<file path="src/assert_macros.svh">
// ============================================================================
// Assertion macros
// Shared concurrent assertion forms for the deque RTL.
// ============================================================================
`ifndef ASSERT_MACROS_SVH
`define ASSERT_MACROS_SVH

// Implication checked on the same edge, disabled during reset.
`define CDQ_ASSERT_IMPL(label, ante, cons, msg) \
  label: assert property (@(posedge clk) disable iff (!rst_n) (ante) |-> (cons)) \
    else $error(msg);

// Implication checked on the following edge, disabled during reset.
`define CDQ_ASSERT_NEXT(label, ante, cons, msg) \
  label: assert property (@(posedge clk) disable iff (!rst_n) (ante) |=> (cons)) \
    else $error(msg);

`endif

</file>
<file path="src/cdq_pkg.sv">
// ============================================================================
// cdq_pkg
// Types, codes and default sizes shared by the deque files.
// ============================================================================
package cdq_pkg;

  localparam int DEPTH_DEF  = 16;
  localparam int DATA_W_DEF = 32;

  localparam int OP_W  = 2;
  localparam int ST_W  = 2;
  localparam int CFG_W = 5;
  localparam int CNT_W = 5;

  typedef logic [OP_W-1:0] op_t;
  typedef logic [ST_W-1:0] status_t;

  localparam op_t OP_PUSH_FRONT = 2'd0;
  localparam op_t OP_PUSH_REAR  = 2'd1;
  localparam op_t OP_POP_FRONT  = 2'd2;
  localparam op_t OP_POP_REAR   = 2'd3;

  localparam status_t STAT_DONE  = 2'd0;
  localparam status_t STAT_FULL  = 2'd1;
  localparam status_t STAT_EMPTY = 2'd2;

  localparam logic [CFG_W-1:0] CAP_RESET = 5'd16;

endpackage

</file>
<file path="src/cdq_in_if.sv">
// ============================================================================
// cdq_in_if
// Operation request channel: opcode and push word with valid/ready.
// ============================================================================
interface cdq_in_if #(
  parameter int DATA_WIDTH = cdq_pkg::DATA_W_DEF
) ();
  logic                  valid;
  logic                  ready;
  cdq_pkg::op_t          opcode;
  logic [DATA_WIDTH-1:0] push_value;

  modport source (output valid, output opcode, output push_value, input ready);
  modport sink   (input valid, input opcode, input push_value, output ready);
endinterface

</file>
<file path="src/cdq_out_if.sv">
// ============================================================================
// cdq_out_if
// Operation result channel: status, popped word, count and flags.
// ============================================================================
interface cdq_out_if #(
  parameter int DATA_WIDTH = cdq_pkg::DATA_W_DEF
) ();
  logic                      valid;
  logic                      ready;
  cdq_pkg::status_t          status;
  logic [DATA_WIDTH-1:0]     popped_value;
  logic [cdq_pkg::CNT_W-1:0] element_count;
  logic                      is_full;
  logic                      is_empty;

  modport source (output valid, output status, output popped_value, output element_count,
                  output is_full, output is_empty, input ready);
  modport sink   (input valid, input status, input popped_value, input element_count,
                  input is_full, input is_empty, output ready);
endinterface

</file>
<file path="src/cdq_ram.sv">
// ============================================================================
// cdq_ram
// Single-port ring store with a registered read, one access per cycle.
// ============================================================================
module cdq_ram #(
  parameter int DEPTH      = cdq_pkg::DEPTH_DEF,
  parameter int DATA_WIDTH = cdq_pkg::DATA_W_DEF,
  localparam int IDX_W     = $clog2(DEPTH)
) (
  input  logic                  clk,
  input  logic                  wr_en,
  input  logic                  rd_en,
  input  logic [IDX_W-1:0]      addr,
  input  logic [DATA_WIDTH-1:0] wr_data,
  output logic [DATA_WIDTH-1:0] rd_data
);

  logic [DATA_WIDTH-1:0] mem [DEPTH];

  always_ff @(posedge clk) begin
    if (wr_en) begin
      mem[addr] <= wr_data;
    end
  end

  always_ff @(posedge clk) begin
    if (rd_en) begin
      rd_data <= mem[addr];
    end
  end

endmodule

</file>
<file path="src/circular_double_ended_queue.sv">
// ============================================================================
// circular_double_ended_queue
// Ring-buffer deque with push/pop at both ends and a settable capacity.
// ============================================================================
// Usage:
//   in_ch carries one operation per transaction: opcode (push front, push
//   rear, pop front, pop rear) and push_value. out_ch returns one result per
//   operation: status, popped_value, element_count, is_full and is_empty.
//   cfg_wr_en/cfg_wr_data write the capacity in use (0 acts as 1, values
//   above DEPTH act as DEPTH); write it only while no operation is pending.
// Timing:
//   An accepted operation reaches the output register through the registered
//   read of the ring memory and the collect state. The controller accepts an
//   operation, then collects the memory read in the collect state before it
//   takes the next one, so a new operation is never taken before the previous
//   one has reached the output register.
// Stalls:
//   While out_ch is stalled the output register holds its result; the next
//   operation is still accepted and waits in the collect state until the
//   output register frees up, and in_ch.ready stays low meanwhile.
// Reset:
//   rst_n (synchronous, active low) empties the deque, zeroes both indices
//   and restores a capacity of 16. Memory contents are not cleared.
// ============================================================================
`include "assert_macros.svh"

module circular_double_ended_queue #(
  parameter int DEPTH      = cdq_pkg::DEPTH_DEF,
  parameter int DATA_WIDTH = cdq_pkg::DATA_W_DEF
) (
  input  logic                      clk,
  input  logic                      rst_n,
  input  logic                      cfg_wr_en,
  input  logic [cdq_pkg::CFG_W-1:0] cfg_wr_data,
  cdq_in_if.sink                    in_ch,
  cdq_out_if.source                 out_ch
);

  localparam int IDX_W  = $clog2(DEPTH);
  localparam int DCAP_W = $clog2(DEPTH + 1);
  localparam int CAP_W  = (DCAP_W > cdq_pkg::CFG_W) ? DCAP_W : cdq_pkg::CFG_W;

  localparam logic ST_IDLE = 1'b0;
  localparam logic ST_RESP = 1'b1;

  logic                      state_r, state_nxt;
  logic [cdq_pkg::CFG_W-1:0] cap_cfg_r;
  logic [IDX_W-1:0]          front_r, front_nxt;
  logic [IDX_W-1:0]          rear_r, rear_nxt;
  logic [cdq_pkg::CNT_W-1:0] count_r, count_nxt;

  // Result fields that are known at accept time, held for the collect cycle.
  cdq_pkg::status_t          res_status_r;
  logic [cdq_pkg::CNT_W-1:0] res_count_r;
  logic                      res_full_r;
  logic                      res_empty_r;
  logic                      res_pop_r;

  logic                      out_valid_r;
  cdq_pkg::status_t          out_status_r;
  logic [DATA_WIDTH-1:0]     out_popped_r;
  logic [cdq_pkg::CNT_W-1:0] out_count_r;
  logic                      out_full_r;
  logic                      out_empty_r;

  logic [CAP_W-1:0]      cap_ext, cap_eff, cap_m1;
  logic                  in_acc, out_load;
  logic                  is_full_now, is_empty_now;
  logic                  push_ok, pop_ok;
  logic [IDX_W-1:0]      front_fwd, front_back, rear_fwd, rear_back;
  logic [IDX_W-1:0]      mem_addr;
  logic                  mem_wr, mem_rd;
  logic [DATA_WIDTH-1:0] mem_rd_data;
  cdq_pkg::status_t      status_nxt;

  // --------------------------------------------------------------------------
  // Capacity clamp and index stepping
  // --------------------------------------------------------------------------
  always_comb begin
    cap_ext = CAP_W'(cap_cfg_r);
    if (cap_ext == '0) begin
      cap_eff = CAP_W'(1);
    end else if (cap_ext > CAP_W'(DEPTH)) begin
      cap_eff = CAP_W'(DEPTH);
    end else begin
      cap_eff = cap_ext;
    end
    cap_m1 = cap_eff - CAP_W'(1);
  end

  // An index left above the capacity after a capacity change steps forward to 0.
  assign front_fwd  = (CAP_W'(front_r) >= cap_m1) ? '0 : front_r + IDX_W'(1);
  assign rear_fwd   = (CAP_W'(rear_r) >= cap_m1) ? '0 : rear_r + IDX_W'(1);
  assign front_back = (front_r == '0) ? IDX_W'(cap_m1) : front_r - IDX_W'(1);
  assign rear_back  = (rear_r == '0) ? IDX_W'(cap_m1) : rear_r - IDX_W'(1);

  assign is_full_now  = CAP_W'(count_r) >= cap_eff;
  assign is_empty_now = count_r == '0;

  assign in_ch.ready = (state_r == ST_IDLE);
  assign in_acc      = in_ch.valid && in_ch.ready;
  assign out_load    = (state_r == ST_RESP) && (!out_valid_r || out_ch.ready);

  // --------------------------------------------------------------------------
  // Operation decode: index and count updates, memory access
  // --------------------------------------------------------------------------
  always_comb begin
    front_nxt  = front_r;
    rear_nxt   = rear_r;
    count_nxt  = count_r;
    push_ok    = 1'b0;
    pop_ok     = 1'b0;
    mem_addr   = front_r;
    status_nxt = cdq_pkg::STAT_DONE;
    unique case (in_ch.opcode)
      cdq_pkg::OP_PUSH_FRONT: begin
        push_ok   = !is_full_now;
        mem_addr  = front_back;
        if (push_ok) begin
          front_nxt = front_back;
        end
      end
      cdq_pkg::OP_PUSH_REAR: begin
        push_ok  = !is_full_now;
        mem_addr = rear_r;
        if (push_ok) begin
          rear_nxt = rear_fwd;
        end
      end
      cdq_pkg::OP_POP_FRONT: begin
        pop_ok   = !is_empty_now;
        mem_addr = front_r;
        if (pop_ok) begin
          front_nxt = front_fwd;
        end
      end
      default: begin
        pop_ok   = !is_empty_now;
        mem_addr = rear_back;
        if (pop_ok) begin
          rear_nxt = rear_back;
        end
      end
    endcase
    if (push_ok) begin
      count_nxt = count_r + cdq_pkg::CNT_W'(1);
    end else if (pop_ok) begin
      count_nxt = count_r - cdq_pkg::CNT_W'(1);
    end
    if (!push_ok && !pop_ok) begin
      status_nxt = is_full_now && !in_ch.opcode[1] ? cdq_pkg::STAT_FULL
                                                   : cdq_pkg::STAT_EMPTY;
    end
  end

  // An operation is accepted only once the previous one has left the collect state,
  // so a write always lands before the next operation's read of the same entry.
  assign mem_wr = in_acc && push_ok;
  assign mem_rd = in_acc && pop_ok;

  cdq_ram #(
    .DEPTH      (DEPTH),
    .DATA_WIDTH (DATA_WIDTH)
  ) u_ram (
    .clk     (clk),
    .wr_en   (mem_wr),
    .rd_en   (mem_rd),
    .addr    (mem_addr),
    .wr_data (in_ch.push_value),
    .rd_data (mem_rd_data)
  );

  // --------------------------------------------------------------------------
  // Controller and state registers
  // --------------------------------------------------------------------------
  always_comb begin
    state_nxt = state_r;
    unique case (state_r)
      ST_IDLE: begin
        if (in_acc) begin
          state_nxt = ST_RESP;
        end
      end
      default: begin
        if (out_load) begin
          state_nxt = ST_IDLE;
        end
      end
    endcase
  end

  always_ff @(posedge clk) begin
    if (!rst_n) begin
      state_r   <= ST_IDLE;
      cap_cfg_r <= cdq_pkg::CAP_RESET;
      front_r   <= '0;
      rear_r    <= '0;
      count_r   <= '0;
    end else begin
      state_r <= state_nxt;
      if (cfg_wr_en) begin
        cap_cfg_r <= cfg_wr_data;
      end
      if (in_acc) begin
        front_r <= front_nxt;
        rear_r  <= rear_nxt;
        count_r <= count_nxt;
      end
    end
  end

  always_ff @(posedge clk) begin
    if (in_acc) begin
      res_status_r <= status_nxt;
      res_count_r  <= count_nxt;
      res_full_r   <= CAP_W'(count_nxt) >= cap_eff;
      res_empty_r  <= count_nxt == '0;
      res_pop_r    <= pop_ok;
    end
  end

  // --------------------------------------------------------------------------
  // Output register
  // --------------------------------------------------------------------------
  always_ff @(posedge clk) begin
    if (!rst_n) begin
      out_valid_r <= 1'b0;
    end else if (out_load) begin
      out_valid_r <= 1'b1;
    end else if (out_ch.ready) begin
      out_valid_r <= 1'b0;
    end
  end

  always_ff @(posedge clk) begin
    if (out_load) begin
      out_status_r <= res_status_r;
      out_popped_r <= res_pop_r ? mem_rd_data : '0;
      out_count_r  <= res_count_r;
      out_full_r   <= res_full_r;
      out_empty_r  <= res_empty_r;
    end
  end

  assign out_ch.valid         = out_valid_r;
  assign out_ch.status        = out_status_r;
  assign out_ch.popped_value  = out_popped_r;
  assign out_ch.element_count = out_count_r;
  assign out_ch.is_full       = out_full_r;
  assign out_ch.is_empty      = out_empty_r;

  // --------------------------------------------------------------------------
  // Assertions
  // --------------------------------------------------------------------------
  `CDQ_ASSERT_NEXT(a_accept_to_resp, in_acc, state_r == ST_RESP, "accept did not enter collect")
  `CDQ_ASSERT_IMPL(a_full_flag, out_valid_r && out_status_r == cdq_pkg::STAT_FULL, out_full_r, "full rejection without full flag")
  `CDQ_ASSERT_IMPL(a_empty_pop, out_valid_r && out_status_r == cdq_pkg::STAT_EMPTY, out_empty_r && out_popped_r == '0, "empty pop with data or flag clear")
  `CDQ_ASSERT_IMPL(a_empty_count, out_valid_r && out_empty_r, out_count_r == '0, "empty flag with nonzero count")

endmodule

</file>
<file path="src/flat_wrapper.sv">
// flat-port wrapper written by rule: the top's interface ports become plain ports
module circular_double_ended_queue_flat 
#(
  parameter int DEPTH      = cdq_pkg::DEPTH_DEF,
  parameter int DATA_WIDTH = cdq_pkg::DATA_W_DEF
)
  (clk, rst_n, cfg_wr_en, cfg_wr_data, in_ch_valid, in_ch_opcode, in_ch_push_value, in_ch_ready, out_ch_valid, out_ch_status, out_ch_popped_value, out_ch_element_count, out_ch_is_full, out_ch_is_empty, out_ch_ready);
  cdq_in_if #(.DATA_WIDTH(DATA_WIDTH)) in_ch_i ();
  cdq_out_if #(.DATA_WIDTH(DATA_WIDTH)) out_ch_i ();
  input  logic clk;
  input  logic rst_n;
  input  logic cfg_wr_en;
  input  logic [cdq_pkg::CFG_W-1:0] cfg_wr_data;
  input wire logic [$bits(in_ch_i.valid)-1:0] in_ch_valid;
  input wire logic [$bits(in_ch_i.opcode)-1:0] in_ch_opcode;
  input wire logic [$bits(in_ch_i.push_value)-1:0] in_ch_push_value;
  output wire logic [$bits(in_ch_i.ready)-1:0] in_ch_ready;
  output wire logic [$bits(out_ch_i.valid)-1:0] out_ch_valid;
  output wire logic [$bits(out_ch_i.status)-1:0] out_ch_status;
  output wire logic [$bits(out_ch_i.popped_value)-1:0] out_ch_popped_value;
  output wire logic [$bits(out_ch_i.element_count)-1:0] out_ch_element_count;
  output wire logic [$bits(out_ch_i.is_full)-1:0] out_ch_is_full;
  output wire logic [$bits(out_ch_i.is_empty)-1:0] out_ch_is_empty;
  input wire logic [$bits(out_ch_i.ready)-1:0] out_ch_ready;
  assign in_ch_i.valid = in_ch_valid;
  assign in_ch_i.opcode = in_ch_opcode;
  assign in_ch_i.push_value = in_ch_push_value;
  assign in_ch_ready = in_ch_i.ready;
  assign out_ch_valid = out_ch_i.valid;
  assign out_ch_status = out_ch_i.status;
  assign out_ch_popped_value = out_ch_i.popped_value;
  assign out_ch_element_count = out_ch_i.element_count;
  assign out_ch_is_full = out_ch_i.is_full;
  assign out_ch_is_empty = out_ch_i.is_empty;
  assign out_ch_i.ready = out_ch_ready;
  circular_double_ended_queue #(.DEPTH(DEPTH), .DATA_WIDTH(DATA_WIDTH)) u_core (.clk(clk), .rst_n(rst_n), .cfg_wr_en(cfg_wr_en), .cfg_wr_data(cfg_wr_data), .in_ch(in_ch_i), .out_ch(out_ch_i));
endmodule
</file>
<file path="config.mk">
export PLATFORM = sky130hd
export DESIGN_NAME = circular_double_ended_queue_flat
export DESIGN_NICKNAME = d
export VERILOG_FILES = /design/src/cdq_pkg.sv /design/src/cdq_in_if.sv /design/src/cdq_out_if.sv /design/src/cdq_ram.sv /design/src/circular_double_ended_queue.sv /design/src/flat_wrapper.sv
export VERILOG_INCLUDE_DIRS = /design/src /design/src/src
export SDC_FILE = /design/constraint.sdc
export NUM_CORES = 1
export LEC_CHECK = 0
export CAP_MARGIN = 20
export CELL_PAD_IN_SITES_DETAIL_PLACEMENT = 0
export CELL_PAD_IN_SITES_GLOBAL_PLACEMENT = 2
export CORE_UTILIZATION = 30
export DETAILED_ROUTE_END_ITERATION = 8
export DONT_BUFFER_PORTS = 1
export HOLD_SLACK_MARGIN = 0.15
export PLACE_DENSITY_LB_ADDON = 0.2
export SLEW_MARGIN = 20
export SYNTH_ARGS = -nofsm -noshare
export SYNTH_HDL_FRONTEND = slang
export SYNTH_HIERARCHICAL = 1
export SYNTH_SLANG_ARGS = --single-unit
</file>
<file path="constraint.sdc">
create_clock -name clk -period 6.1 [get_ports clk]
set_input_delay 0.61 -clock clk [delete_from_list [all_inputs] [get_ports clk]]
set_output_delay 0.61 -clock clk [all_outputs]
set_load 0.1 [all_outputs]
</file>
After elaboration in Yosys (flattened, before gate mapping)
Memories as Yosys holds them, arrays and structs flattened. A register that Yosys moved wholly into a read port is not among the register bits.
Cells that the tools add are included.
- register bits after elaboration: 71
- memories: 1
- bits in writable memories: 512
- input bits: 44
- memory list (name ; depth ; bits a word ; read ports ; clocked after memory_dff ; wr ports ; line ; RTL):
    u_core.u_ram.mem ; 16 ; 32 ; 1 ; 1 ; 1 ; cdq_ram.sv:18 ; logic [DATA_WIDTH-1:0] mem [DEPTH];
- mux-type cells: 25
- reduce and logical (&&, ||, !) cells: 25
- bitwise logic cells: 2
- equality and inequality tests: 6
- $lt $le $gt $ge: 5
- $add $sub $neg: 7
- operators with widths (cell ; count):
    $mux W4 ; 8
    $mux W5 ; 4
    $pmux W4 S2 ; 2
    $logic_not A5 Y1 ; 3
    $pmux W4 S3 ; 1
    $ge A4 B5 Y1 ; 2
    $ge A5 B5 Y1 ; 2
    $sub A5 B1 Y5 const B ; 2
    $mux W1 ; 9
    $add A4 B1 Y4 const B ; 2
    $logic_not A4 Y1 ; 2
    $ne A2 B2 Y1 const B ; 4
    $reduce_and A4 Y1 ; 2
    $sub A4 B1 Y4 const B ; 2
    $logic_and A1 B1 Y1 ; 6
    $logic_not A1 Y1 ; 6
    $add A5 B1 Y5 const B ; 1
    $gt A5 B5 Y1 const B ; 1
    $reduce_bool A2 Y1 ; 2
    $reduce_or A2 Y1 ; 2
    $eq A2 B1 Y1 const B ; 1
    $eq A2 B2 Y1 const B ; 1
    $logic_not A2 Y1 ; 1
    $mux W2 ; 1
    other kinds (2) ; 3

Longest topological paths before layout
- word-level depth: 9
- gate-level depth with buffers: 16

By module
Netlist, hierarchy kept.
- by module, submodules not included (module ; cells each ; area each (µm²) ; instances):
    cdq_ram ; 840 ; 20183.1 ; 1
    circular_double_ended_queue ; 323 ; 3636.0 ; 1

Worst setup path before layout
Ideal clock, no wire load.
- path type: flip-flop to flip-flop
- start: register u_core/cap_cfg_r[1] (netlist name)
- end: memory u_core/u_ram/mem[0][0] (netlist name) (enable)
- buffers on the path: 0
- arrival: 4.717 ns
- stages on the path, launching flop included: 12
- setup slack: 0.922 ns
- path through: dfxtp_1 -> nor3_1 -> nor2_1 -> nor2_1 -> inv_1 -> ha_1 -> xnor2_1 -> o21ai_0 -> mux2i_1 -> mux4_2 -> or3b_2 -> nor3_1
- elaborated cells between the ends (all ways): 14
- those cells by class: 1 x add/sub; 2 x order compare; 8 x mux; 3 x reduce/logical
- RTL lines (element ; line ; RTL):
    start: declaration ; circular_double_ended_queue.sv:47 ; logic [cdq_pkg::CFG_W-1:0] cap_cfg_r;
    start signal: assignment ; circular_double_ended_queue.sv:195 ; cap_cfg_r <= cdq_pkg::CAP_RESET;
    start signal: assignment ; circular_double_ended_queue.sv:202 ; cap_cfg_r <= cfg_wr_data;
    $gt A5 B5 Y1 ; circular_double_ended_queue.sv:83 ; end else if (cap_ext > CAP_W'(DEPTH)) begin
    $mux W5 ; circular_double_ended_queue.sv:83 ;
    $mux W5 (*) ; circular_double_ended_queue.sv:81 ; if (cap_ext == '0) begin
    $sub A5 B1 Y5 (*) ; circular_double_ended_queue.sv:88 ; cap_m1 = cap_eff - CAP_W'(1);
    $mux W4 (on tied branches) ; circular_double_ended_queue.sv:95, circular_double_ended_queue.sv:94 ;
    $pmux W4 S3 (*) ; circular_double_ended_queue.sv:115 ; unique case (in_ch.opcode)
    net u_core.mem_addr[2] ; circular_double_ended_queue.sv:71 ; logic [IDX_W-1:0] mem_addr;
    end: declaration ; cdq_ram.sv:18 ;
Mark *: on every way through the listed nets, which the timed path passes. The rest lies on a longest branch.

Worst setup path in the final report
- start: register u_core/cap_cfg_r[2] (netlist name)
- end: memory u_core/u_ram/mem[10][6] (netlist name) (enable)
The elaborated chain is that of the path after synthesis.

==> flow_metrics.env <==
export IMPL_core_um2=78000
export IMPL_clk_latency_ns=0.63
export IMPL_first_pass_iters=5
export IMPL_fin_nets=1321
export IMPL_slew_viol_final=0
export IMPL_area_growth_pct=18.5
export IMPL_layoutNonFillerInstCount=2353
export IMPL_cts_buffer_depth=3
export IMPL_setup_viol=0
export IMPL_fin_area_um2=28200
export IMPL_gp_congestion=0.714
export IMPL_synthDistinctLibCells=53
export IMPL_grt_usage=0.149
export IMPL_post_drt_wl_per_cell_um=25.1
export IMPL_arrival_ns=4.50
export IMPL_fmax_mhz=238
export IMPL_synth_seq_cells=615
export IMPL_ioPinCount=87
export IMPL_clock_skew_ns=0.0238
export IMPL_seq_area_frac_synth=0.767
export IMPL_vias_per_cell=4.88
export IMPL_ant_nets=0
export IMPL_relSlewSlack=0.316
export IMPL_syn_area_per_cell_um2=20.5
export IMPL_grt_max_degree=133
export IMPL_drt_iter0_drc=772
export IMPL_fin_crit_sh=0.689
export IMPL_hold_viol_final=0
export IMPL_clkSinkCount=615
export IMPL_path_class="register to register"
export IMPL_drive_above_1_share=0.233
export IMPL_leakagePower_nw=9.00
export IMPL_die_w_um=284
export IMPL_initial_utilization=0.305
export IMPL_dieArea_um2=80500
export IMPL_cap_violations=0
export IMPL_worstPathRequired_ns=6.40
export IMPL_htreeDepth=3
export IMPL_fin_setup_tns_ns=0
export IMPL_synth_area_um2=23800
export IMPL_place_area_um2=25300
export IMPL_cts_tree="done"
export IMPL_dp_final_hpwl_mm=34.3
export IMPL_pwr_density_cell_nw_per_um2=374
export IMPL_grt_pass1_wl_mm=87.5
export IMPL_min_path_type="primary input to register"
export IMPL_cts_buffers=71
export IMPL_dp_cells=2175
export IMPL_syn_num_nets=1232
export IMPL_tightest_slew_ns=1.03
export IMPL_power_mw=10.6
export IMPL_cts_repair_resized=0
export IMPL_num_vias=11500
export IMPL_totalWireLength_mm=59.1
export IMPL_crit_path_end_kind="register"
export IMPL_fin_hold_ws_ns=0.206
export IMPL_drc=0
export IMPL_die_h_um=284
export IMPL_yosysWarnings=6
export IMPL_fin_crit_ns=4.20
export IMPL_rsz0062_at_grt="no"
export IMPL_synthArstFlopShare=0
export IMPL_rows=102
export IMPL_outcome="complete, no violations"
export IMPL_grt_pass1_vias=12300
export IMPL_synth_ff_type="edfxtp_1"
export IMPL_synth_edf_count=595
export IMPL_antenna_found_initial=4
export IMPL_clock_root_buffer="clkbuf_16"
export IMPL_vdd_drop_max_uv=188
export IMPL_io_buffers=0
export IMPL_grt_overflow_total=0
export IMPL_critPathLaunchType="register"
export IMPL_clkTransAtPathRegs_ns=0.06
export IMPL_critPathMaxFanout=20
export IMPL_syn_inst=1163
[synth_stat cells (2+ instances only)]
cell type    n  area, µm²
inv_1       22       82.6
nand2_1     49        184
nor2b_1      5       31.3
o211ai_1     3       22.5
and2_1      34        213
buf_2       13       65.1
o221a_2      2       22.5
a211oi_1     7       52.6
dfxtp_1     20        400
a21oi_1     18       90.1
xnor2_1      7       61.3
nand2b_1    15       93.8
nand3b_1     3       22.5
a22oi_1     68        510
ha_1        25        313
a31oi_1      7       43.8
buf_6        6       67.6
o21ai_0     13       65.1
nand3_1      5       25.0
mux2i_1     10        100
o22ai_1      2       12.5
o31ai_1      2       15.0
edfxtp_1   595      17900
a32oi_1      2       17.5
nor3_1       8       40.0
clkbuf_1    35        131
a21o_1       3       22.5
nor2_1      30        113
mux4_2     130       2930
[final timing paths]
check	from	end	slack, ns	cells after the start
worst max-delay path	u_core/cap_cfg_r[2]	u_core/u_ram/mem[10][6]	1.90	12
worst min-delay path	out_ch_ready	u_core/out_ch.valid	0.21	2
worst max register to register	u_core/cap_cfg_r[2]	u_core/u_ram/mem[10][6]	1.90	12
worst min register to register	u_core/res_full_r	u_core/out_ch.is_full	0.42	0
[metal layers]
layer  up-vias  track usage  wire, µm
li1       4994            -         -
met1      6167        0.204     27000
met2       221        0.241     28500
met3        98       0.0295      2350
met4         6       0.0424      1260
met5         -            0        45
[layout by cell type (no fill, tap or decap), types with 9 or more instances in the layout]
master / instances
edfxtp_1: 595
mux4_2: 130
clkbuf_16: 71
a22oi_1: 68
nand2_1: 49
dlygate4sd3_1: 44
and2_1: 32
ha_1: 25
inv_1: 22
dfxtp_1: 20
buf_4: 20
clkinv_2: 19
nor2_1: 16
a21oi_1: 16
nand2b_1: 15
nor2_4: 14
o21ai_0: 13
bufinv_16: 11
mux2i_1: 10
clkbuf_1: 9
[registers in the layout, summed over array words and instances (netlist names)]
name and flops:
u_core/state_r 1, u_core/res_pop_r 1, u_core/u_ram/mem 512, u_core/res_count_r 5, u_core/out_ch.popped_value 32, u_core/res_full_r 1
u_core/out_ch.is_full 1, u_core/out_ch.element_count 5, u_core/res_empty_r 1, u_core/cap_cfg_r 5, u_core/front_r 4, u_core/res_status_r 2
u_core/out_ch.is_empty 1, u_core/out_ch.valid 1, u_core/count_r 5, u_core/out_ch.status 2, u_core/rear_r 4, u_core/u_ram/rd_data 32
[power by group]
| part | internal [mW] | leakage, nW | switching [mW] |
|---|---|---|---|
| combinational | 0.451 | 2.24 | 0.699 |
| clock | 2.65 | 1.20 | 1.79 |
| sequential | 4.79 | 5.55 | 0.192 |
[area by class of cell]
type,instances,area (µm²)
Fill cell,7164,49700
Sequential cell,615,18300
Multi-Input combinational cell,469,5360
Clock buffer,80,1810
Tap cell,1040,1300
Timing Repair Buffer,72,758
Clock inverter,50,639
Inverter,23,86.3
Antenna cell,4,10.0
[worst max-delay path, stage by stage (launching register included)]
cell and delay [ns]:
dfxtp_1 0.34, nor3_1 0.18, nor2_1 0.06, nor2_1 0.31
inv_1 0.15, ha_1 0.25, xnor2_1 0.18, o21ai_0 0.17
mux2i_1 0.11, mux4_2 0.61, nand3b_1 0.41, nor2_4 0.74
buf_4 0.36
[logic make-up (layout without fill, tap and decap cells)]
| kind of cell | Yosys count | in the layout | share of synthesized area |
|---|---|---|---|
| XOR/XNOR | 7 | 7 | 0.00257 |
| AO/OA/AOI/OAI | 139 | 139 | 0.0414 |
| other | 0 | 4 | 0 |
| buffers and inverters | 79 | 225 | 0.0152 |
| flip-flops | 615 | 615 | 0.767 |
| adder cells (fa/ha/maj) | 25 | 25 | 0.0131 |
| multiplexers | 140 | 140 | 0.127 |
| AND/OR/NAND/NOR | 158 | 158 | 0.0336 |
[through the flow]
step                utilization  setup WS (ns)
global placement          0.323           1.59
detailed placement        0.325           1.77
CTS                       0.362           1.73
global route              0.362           1.43
finish                    0.362           1.90
floorplan                     -          0.922
[timing repair]
item | in CTS | in global routing
hold buffers | 44 | 0
endpoints found under the hold margin | 525 | 0
buffers inserted | 0 | 0
Power figures use the tool's default switching activity.
